### config.mk
export PLATFORM = sky130hd
export DESIGN_NAME = stepper_homing_mode_controller
export DESIGN_NICKNAME = d
export VERILOG_FILES = /design/src/sv/shmc_pkg.sv /design/src/sv/shmc_cfg.sv /design/src/sv/shmc_pass.sv /design/src/sv/stepper_homing_mode_controller.sv
export SDC_FILE = /design/constraint.sdc
export NUM_CORES = 1
export LEC_CHECK = 0
export BUFFER_PORTS_ARGS = -buffer_cell sky130_fd_sc_hd__buf_2
export CAP_MARGIN = 15
export CORE_MARGIN = 8
export CORE_UTILIZATION = 45
export CTS_CLUSTER_DIAMETER = 40
export CTS_CLUSTER_SIZE = 25
export DETAILED_ROUTE_END_ITERATION = 12
export GPL_TIMING_DRIVEN = 0
export SLEW_MARGIN = 30
export SYNTH_ARGS = -nofsm -noshare
export SYNTH_HDL_FRONTEND = slang
export SYNTH_HIERARCHICAL = 1
export SYNTH_SLANG_ARGS = --single-unit
### constraint.sdc
create_clock -name clk -period 8.2 [get_ports clk]
set_input_delay 2.05 -clock clk [delete_from_list [all_inputs] [get_ports clk]]
set_output_delay 2.05 -clock clk [all_outputs]
set_load 0.005 [all_outputs]
### src/sv/shmc_pkg.sv
package shmc_pkg;

    // operating modes, encoded as reported on current_mode
    typedef enum logic [1:0] {
        MODE_STANDBY  = 2'd0,
        MODE_HOMING   = 2'd1,
        MODE_WAITING  = 2'd2,
        MODE_ROTATING = 2'd3
    } mode_t;

    // configuration register indexes
    localparam logic [1:0] REG_HOME_THRESHOLD  = 2'd0;
    localparam logic [1:0] REG_SLEEP_LIMIT_MS  = 2'd1;
    localparam logic [1:0] REG_STEPS_PER_CYCLE = 2'd2;

    localparam int THRESHOLD_W = 10;
    localparam int LIMIT_W     = 16;
    localparam int STEPS_W     = 16;
    localparam int TIME_W      = 32;

    // register reset values
    localparam logic [THRESHOLD_W-1:0] HOME_THRESHOLD_RST  = 10'd150;
    localparam logic [LIMIT_W-1:0]     SLEEP_LIMIT_RST     = 16'd5000;
    localparam logic [STEPS_W-1:0]     STEPS_PER_CYCLE_RST = 16'd400;

    // configuration seen by the control pass
    typedef struct packed {
        logic [THRESHOLD_W-1:0] home_threshold;
        logic [LIMIT_W-1:0]     sleep_limit_ms;
        logic [STEPS_W-1:0]     steps_per_cycle;
    } cfg_t;

    // one result item
    typedef struct packed {
        logic  home_seen;
        mode_t current_mode;
        logic  motor_enable;
        logic  step_request;
    } result_t;

    localparam int RESULT_W = $bits(result_t);

endpackage

### src/sv/shmc_cfg.sv
module shmc_cfg
(
    input  logic               clk,
    input  logic               rst_n,
    input  logic               wr_en,
    input  logic [1:0]         wr_index,
    input  logic [31:0]        wr_data,
    output shmc_pkg::cfg_t     cfg
);

    shmc_pkg::cfg_t cfg_reg;

    // register file, writes past the last index are dropped
    always_ff @(posedge clk or negedge rst_n)
    begin
        if (!rst_n)
        begin
            cfg_reg.home_threshold  <= shmc_pkg::HOME_THRESHOLD_RST;
            cfg_reg.sleep_limit_ms  <= shmc_pkg::SLEEP_LIMIT_RST;
            cfg_reg.steps_per_cycle <= shmc_pkg::STEPS_PER_CYCLE_RST;
        end
        else if (wr_en)
        begin
            case (wr_index)
                shmc_pkg::REG_HOME_THRESHOLD:
                    cfg_reg.home_threshold <= wr_data[shmc_pkg::THRESHOLD_W-1:0];
                shmc_pkg::REG_SLEEP_LIMIT_MS:
                    cfg_reg.sleep_limit_ms <= wr_data[shmc_pkg::LIMIT_W-1:0];
                shmc_pkg::REG_STEPS_PER_CYCLE:
                    cfg_reg.steps_per_cycle <= wr_data[shmc_pkg::STEPS_W-1:0];
                default:
                begin
                end
            endcase
        end
    end

    assign cfg = cfg_reg;

endmodule

### src/sv/shmc_pass.sv
module shmc_pass
#(
    parameter int COUNT_WIDTH = 16,
    parameter int SAMPLE_BITS = 10
)
(
    input  logic                   clk,
    input  logic                   rst_n,
    input  logic                   fire,
    input  shmc_pkg::cfg_t         cfg,
    input  logic                   click,
    input  logic                   long_press,
    input  logic [SAMPLE_BITS-1:0] sensor_sample,
    input  logic [31:0]            now_ms,
    output shmc_pkg::result_t      result
);

    localparam int CMP_W = (SAMPLE_BITS > shmc_pkg::THRESHOLD_W) ?
                           SAMPLE_BITS : shmc_pkg::THRESHOLD_W;

    shmc_pkg::mode_t          mode_reg, mode_next;
    logic                     entry_reg, entry_next;
    logic [31:0]              start_reg, start_next;
    logic [COUNT_WIDTH-1:0]   count_reg, count_next;
    logic                     enable_reg, enable_next;

    shmc_pkg::mode_t          btn_mode;
    shmc_pkg::mode_t          pick_mode;
    logic                     home;
    logic                     expired;
    logic                     step;
    logic [31:0]              start_eff;
    logic [31:0]              elapsed;
    logic [COUNT_WIDTH-1:0]   count_inc;
    logic [COUNT_WIDTH-1:0]   steps_cut;
    logic [CMP_W-1:0]         sample_ext;
    logic [CMP_W-1:0]         thresh_ext;
    logic [63:0]              steps_wide;

    // home detect and width alignment of the compared values
    assign sample_ext = CMP_W'(sensor_sample);
    assign thresh_ext = CMP_W'(cfg.home_threshold);
    assign home       = sample_ext < thresh_ext;
    assign steps_wide = 64'(cfg.steps_per_cycle);
    assign steps_cut  = steps_wide[COUNT_WIDTH-1:0];
    assign count_inc  = count_reg + COUNT_WIDTH'(1);

    // mode start time as seen after a pending entry action
    assign start_eff = (entry_reg && (mode_reg == shmc_pkg::MODE_HOMING ||
                        mode_reg == shmc_pkg::MODE_WAITING)) ? now_ms : start_reg;
    assign elapsed   = now_ms - start_eff;
    assign expired   = elapsed > 32'(cfg.sleep_limit_ms);

    // button choice, long press wins
    always_comb
    begin
        btn_mode = mode_reg;
        if (click)
        begin
            case (mode_reg)
                shmc_pkg::MODE_STANDBY: btn_mode = shmc_pkg::MODE_HOMING;
                shmc_pkg::MODE_WAITING: btn_mode = shmc_pkg::MODE_ROTATING;
                default:                btn_mode = shmc_pkg::MODE_WAITING;
            endcase
        end
        if (long_press)
        begin
            btn_mode = shmc_pkg::MODE_HOMING;
        end
    end

    // mode body with entry actions
    always_comb
    begin
        pick_mode   = btn_mode;
        step        = 1'b0;
        start_next  = start_eff;
        count_next  = count_reg;
        enable_next = enable_reg;
        case (mode_reg)
            shmc_pkg::MODE_STANDBY:
            begin
                if (entry_reg)
                begin
                    enable_next = 1'b0;
                end
            end
            shmc_pkg::MODE_HOMING:
            begin
                if (entry_reg)
                begin
                    enable_next = 1'b1;
                end
                if (home)
                begin
                    pick_mode = shmc_pkg::MODE_WAITING;
                end
                else
                begin
                    step = 1'b1;
                end
                if (expired)
                begin
                    pick_mode = shmc_pkg::MODE_STANDBY;
                end
            end
            shmc_pkg::MODE_WAITING:
            begin
                if (entry_reg)
                begin
                    count_next = '0;
                end
                if (expired)
                begin
                    enable_next = 1'b0;
                end
            end
            shmc_pkg::MODE_ROTATING:
            begin
                if (entry_reg)
                begin
                    enable_next = 1'b1;
                end
                step = 1'b1;
                if (count_inc == steps_cut)
                begin
                    pick_mode  = shmc_pkg::MODE_WAITING;
                    count_next = '0;
                end
                else
                begin
                    count_next = count_inc;
                end
            end
            default:
            begin
            end
        endcase
        mode_next  = pick_mode;
        entry_next = (pick_mode != mode_reg);
    end

    // control state
    always_ff @(posedge clk or negedge rst_n)
    begin
        if (!rst_n)
        begin
            mode_reg   <= shmc_pkg::MODE_STANDBY;
            entry_reg  <= 1'b1;
            start_reg  <= '0;
            count_reg  <= '0;
            enable_reg <= 1'b0;
        end
        else if (fire)
        begin
            mode_reg   <= mode_next;
            entry_reg  <= entry_next;
            start_reg  <= start_next;
            count_reg  <= count_next;
            enable_reg <= enable_next;
        end
    end

    assign result.step_request = step;
    assign result.motor_enable = enable_next;
    assign result.current_mode = mode_next;
    assign result.home_seen    = home;

endmodule

### src/sv/stepper_homing_mode_controller.sv
// channel   direction  handshake              contents
// s_*       in         s_tvalid / s_tready    one control pass item
// m_*       out        m_tvalid / m_tready    one result item per pass
// cfg_*     in         cfg_valid / cfg_ready  register index and value
//
// an accepted item waits in the input register until the result register is free
// and then moves into it, and its result is offered from the result register
// a new item is taken every cycle while results are taken; the mode update is one compare chain
// and a 32-bit time subtract and compare between those two registers
// reset returns the mode state and the configuration to their reset values and clears both valid flags
// a stalled result holds the result register; the input register still
// takes one more item, then s_tready drops until the result is taken
module stepper_homing_mode_controller
#(
    parameter int COUNT_WIDTH = 16,
    parameter int SAMPLE_BITS = 10
)
(
    input  logic                  clk,
    input  logic                  rst_n,
    input  logic                  s_tvalid,
    output logic                  s_tready,
    // click, long_press, sensor_sample, now_ms, zero fill
    input  logic [((2 + SAMPLE_BITS + shmc_pkg::TIME_W + 7) / 8) * 8 - 1:0] s_tdata,
    output logic                  m_tvalid,
    input  logic                  m_tready,
    // step_request, motor_enable, current_mode[1:0], home_seen, zero fill
    output logic [((shmc_pkg::RESULT_W + 7) / 8) * 8 - 1:0] m_tdata,
    input  logic                  cfg_valid,
    output logic                  cfg_ready,
    input  logic [1:0]            cfg_index,
    input  logic [31:0]           cfg_data
);

    localparam int IN_BITS = 2 + SAMPLE_BITS + shmc_pkg::TIME_W;
    localparam int IN_W    = ((IN_BITS + 7) / 8) * 8;
    localparam int OUT_W   = ((shmc_pkg::RESULT_W + 7) / 8) * 8;

    logic                    in_valid_reg;
    logic [IN_BITS-1:0]      in_data_reg;
    logic                    out_valid_reg;
    shmc_pkg::result_t       out_data_reg;
    logic                    advance;
    shmc_pkg::cfg_t          cfg;
    shmc_pkg::result_t       result;

    assign advance   = in_valid_reg && (!out_valid_reg || m_tready);
    assign s_tready  = !in_valid_reg || advance;
    assign cfg_ready = 1'b1;

    // configuration registers
    shmc_cfg u_cfg
    (
        .clk      (clk),
        .rst_n    (rst_n),
        .wr_en    (cfg_valid && cfg_ready),
        .wr_index (cfg_index),
        .wr_data  (cfg_data),
        .cfg      (cfg)
    );

    // input register valid
    always_ff @(posedge clk or negedge rst_n)
    begin
        if (!rst_n)
        begin
            in_valid_reg <= 1'b0;
        end
        else if (s_tready)
        begin
            in_valid_reg <= s_tvalid;
        end
    end

    // input register payload
    always_ff @(posedge clk)
    begin
        if (s_tvalid && s_tready)
        begin
            in_data_reg <= s_tdata[IN_BITS-1:0];
        end
    end

    // one control pass on the registered item
    shmc_pass
    #(
        .COUNT_WIDTH (COUNT_WIDTH),
        .SAMPLE_BITS (SAMPLE_BITS)
    )
    u_pass
    (
        .clk           (clk),
        .rst_n         (rst_n),
        .fire          (advance),
        .cfg           (cfg),
        .click         (in_data_reg[0]),
        .long_press    (in_data_reg[1]),
        .sensor_sample (in_data_reg[2 +: SAMPLE_BITS]),
        .now_ms        (in_data_reg[2 + SAMPLE_BITS +: shmc_pkg::TIME_W]),
        .result        (result)
    );

    // result register valid
    always_ff @(posedge clk or negedge rst_n)
    begin
        if (!rst_n)
        begin
            out_valid_reg <= 1'b0;
        end
        else if (advance)
        begin
            out_valid_reg <= 1'b1;
        end
        else if (m_tready)
        begin
            out_valid_reg <= 1'b0;
        end
    end

    // result register payload
    always_ff @(posedge clk)
    begin
        if (advance)
        begin
            out_data_reg <= result;
        end
    end

    assign m_tvalid = out_valid_reg;
    assign m_tdata  = OUT_W'(out_data_reg);

    // a pass always leaves a result behind
    assert property (@(posedge clk) disable iff (!rst_n)
        advance |=> out_valid_reg)
        else $error("pass did not load the result register");

    // an item waiting in the input register is not lost
    assert property (@(posedge clk) disable iff (!rst_n)
        (in_valid_reg && !advance) |=> in_valid_reg)
        else $error("pending item dropped from the input register");

    // a stalled result is never overwritten
    assert property (@(posedge clk) disable iff (!rst_n)
        (out_valid_reg && !m_tready) |-> !advance)
        else $error("stalled result overwritten");

endmodule

==> summary.md <==
| Metric | Value |
|---|---|
| HPWL Detailed | `15900 um` |
| Max IR drop VDD | `0.159 mV` |
| Post-synth EDFFs | `49` |
| Critical path, cell by cell | `inv_1 -> ha_1 -> and2_1 -> buf_4 -> clkbuf_1 -> buf_1 -> mux2i_1 -> ha_1 -> a21o_1 -> a31o_1 -> nor2_1 -> a2111oi_2 -> or3_1 -> xor2_1 -> ha_1 -> nand4_1 -> nor3_1 -> a22oi_1 -> or4_4 -> a2111oi_4 -> nand4_2 -> o31ai_1 -> xnor2_1 -> a31oi_1` |
| Postcts setup bufs | `0` |
| Row count | `52` |
| Hold WC Path Type | `reg2reg` |
| Final hold slack | `493 ps` |
| RSZ-0062 raised after global routing | `no` |
| Register area | `just under 4000 um^2` |
| Critical path's largest stage delay | `700 ps` |
| Max Clock Skew | `approximately 11 ps` |
| Max reg flops | `44` |
| Tot GR Track Use | `0.170` |
| Clk_lat worst skew | `430 ps` |
| Root buffer cell | `clkbuf_16` |
| Die area | `about 25000 um^2` |
| RR Startpoint | `u_pass/mode_reg[0]` |
| CTS buffer count | `17` |
| Netlist cell types | `88` |
| CP Launch Point | `u_pass/mode_reg[0]` |
| Ys Warns | `6` |
| Max-cap violations | `0` |
| Status | `finished clean` |
| Seq/Total Area, Yosys | `0.420` |
| Layout area overhead | `14.4%` |
| Post-Syn Area | `9260 um^2` |
| Core area | `about 20000 um^2` |
| Max Transition Viols Final | `0` |
| Cell mode on critical path | `ha_1` |
| Clk buf depth | `2` |
| Final std cells w/o fill | `around 1300` |
| Final hold violation count | `0` |
| Iter 0 DRT Violations | `344` |
| Slowest-stage cell, CP | `buf_1` |
| Total grt overflow | `0` |
| Synthesized area per cell | `roughly 11 um^2` |
| Fraction of layout cells with a size suffix above 1 | `0.224` |
| Largest net degree at the start of global routing | `70` |
| Die width | `159 um` |
| Final WL | `20900 um` |
| Mapped Cells | `between 800 and 900` |
| CTS Hold Bufs | `0` |
| First-pass GRT wire length | `35300 um` |
| Clock slew at reported path FFs | `70 ps` |
| Placed insts | `between 1000 and 1500` |
| Number of global-route vias before repair | `6769` |
| Fin nets | `1123` |
| DRT antenna net count | `0` |
| Ports | `98` |
| Footprint of the multi-input gates | `roughly 5000 um^2` |
| Worst slew margin | `0.425` |
| Fmax achieved | `0.131 GHz` |
| Ys flop type | `dfrtp_1` |
| H-tree depth | `4` |
| # diodes | `0` |
| Count of final setup violators | `0` |
| Min cycle time layout | `7630 ps` |
| RD Place Congestion | `0.870` |
| Power per Cell Area | `around 400 nW/um^2` |
| Pin slew with the least headroom to its limit | `861 ps` |
| CTS tree | `yes` |
| Starting density of the core | `0.457` |
| Critical Path Fanout Max | `10` |
| Die Ht | `159 um` |
| Startpoint types | `register` |
| WL/cell | `around 17 um` |
| CP required | `8550 ps` |
| Hold Crit Start | `u_pass/start_reg[0]` |
| DR vias/cell | `5.39` |
| Worst Setup End Kind | `register` |
| Layout fillers | `1827` |
| Final worst-path cycle share | `0.930` |
| IO Port Bufs | `73` |
| Initial antenna violation count | `0` |
| Async S/R FF share, synth | `0.662` |
| Vias post-DR | `a little under 7000` |
| Yosys reg bits | `145` |
| DRC Markers | `0` |
| Critical path arrival | `7980 ps` |
| WS Path Type | `reg2reg` |
| Setup TNS | `0 ps` |
| Post-CTS sizing | `0` |
| Reg2Reg Setup Slack | `570 ps` |
| CTS sink count | `145` |
| Leak Pwr | `between 0.004 and 0.005 uW` |
| DRT Pass-1 Iters | `5` |
area by class of cell:
| cell class | instances | share of cell area |
|---|---|---|
| repair buffers | 74 | 0.0377 |
| inverters | 44 | 0.0156 |
| multi-input cells | 654 | 0.470 |
| well taps | 270 | 0.0319 |
| flip-flops and latches | 145 | 0.367 |
| plain buffers | 40 | 0.0215 |
| clock buffers | 20 | 0.0441 |
| clock inverters | 12 | 0.0113 |
power breakdown:
part / internal [uW] / leakage (uW) / switching [uW]
Combinational: 1030 / 0.00269 / 1390
Sequential: 919 / 0.00160 / 99.6
Clock: 448 / 0.000294 / 320
Total: 2400 / 0.00459 / 1810
cells in the mapped netlist (17+ instances only):
cell type / count / share of area
nor2_1: 58 / 0.024
nand2_1: 58 / 0.024
inv_1: 44 / 0.018
dfrtp_1: 83 / 0.22
mux2i_1: 30 / 0.032
mux2_4: 20 / 0.032
a21oi_1: 60 / 0.032
o21ai_0: 44 / 0.024
xor2_1: 20 / 0.019
clkbuf_1: 17 / 0.0069
mux2_2: 32 / 0.039
xnor2_1: 33 / 0.031
edfxtp_1: 49 / 0.16
ha_1: 59 / 0.080
metal layers:
metal	global-route usage	vias to the layer above	wire length, um
met3	0.0321	16	720
met5	0	-	0
met2	0.260	139	9220
met4	0.0506	0	254
li1	-	3408	-
met1	0.240	3229	10700
per-stage QoR:
| step | power (uW) | setup WS (ps) | area (um^2) | util |
|---|---|---|---|---|
| 2_1_floorplan | 2910 | 2050 | 9260 | - |
| 3_3_place_gp | 3400 | 655 | 9970 | 0.493 |
| 3_5_place_dp | 3430 | 610 | 10000 | 0.494 |
| 4_1_cts | 4220 | 578 | 10600 | 0.523 |
| 5_1_grt | 4580 | 63.3 | 10600 | 0.523 |
| 6_report | 4210 | 571 | 10600 | 0.523 |
cells in the final DEF, fill, tap and decap left out, types with 15 or more instances in the layout:
cell type / netlist / final
clkbuf_1: 17 / 17
ha_1: 59 / 59
xnor2_1: 33 / 33
mux2i_1: 30 / 30
a21oi_1: 60 / 60
nand3_1: 15 / 15
clkbuf_16: 0 / 17
mux2_4: 20 / 20
edfxtp_1: 49 / 49
a21o_1: 15 / 15
o21ai_0: 44 / 44
dfrtp_1: 83 / 83
buf_2: 5 / 77
nor2b_1: 16 / 16
nand2_1: 58 / 58
inv_1: 44 / 44
mux2_2: 32 / 32
nor2_1: 58 / 58
xor2_1: 20 / 20
cell families (layout without fill, tap and decap cells):
logic type      count (synthesis)  after routing  share of synthesized area
other cells                     2              4                   0.000811
buf+inv                        84            190                     0.0424
fa+ha+maj                      64             64                     0.0862
mux                            82             82                      0.104
flops                         145            145                      0.420
simple gates                  237            237                      0.137
xor+xnor                       53             53                     0.0501
compound gates                214            214                      0.160
final timing paths:
path	endpoint	cells past startpoint
setup / recovery	u_pass/entry_reg	24
hold / removal	u_pass/start_reg[0]	2
setup reg to reg	u_pass/entry_reg	24
hold reg to reg	u_pass/start_reg[0]	2
max in group asynchronous	u_cfg/cfg[33]	2
min in group asynchronous	u_pass/count_reg[2]	1
critical path: cells and delay by family, from the launching register on:
family	cells	cell delay, ps
and+or+nand+nor	7	2030
AOI/OAI and AO/OA	7	1830
buffers and inverters	4	1530
adders and majority gates	3	1040
DFF	1	450
muxes	1	340
xor gates and xnor gates	2	310
No activity file was read; power rests on OpenSTA's default activity.
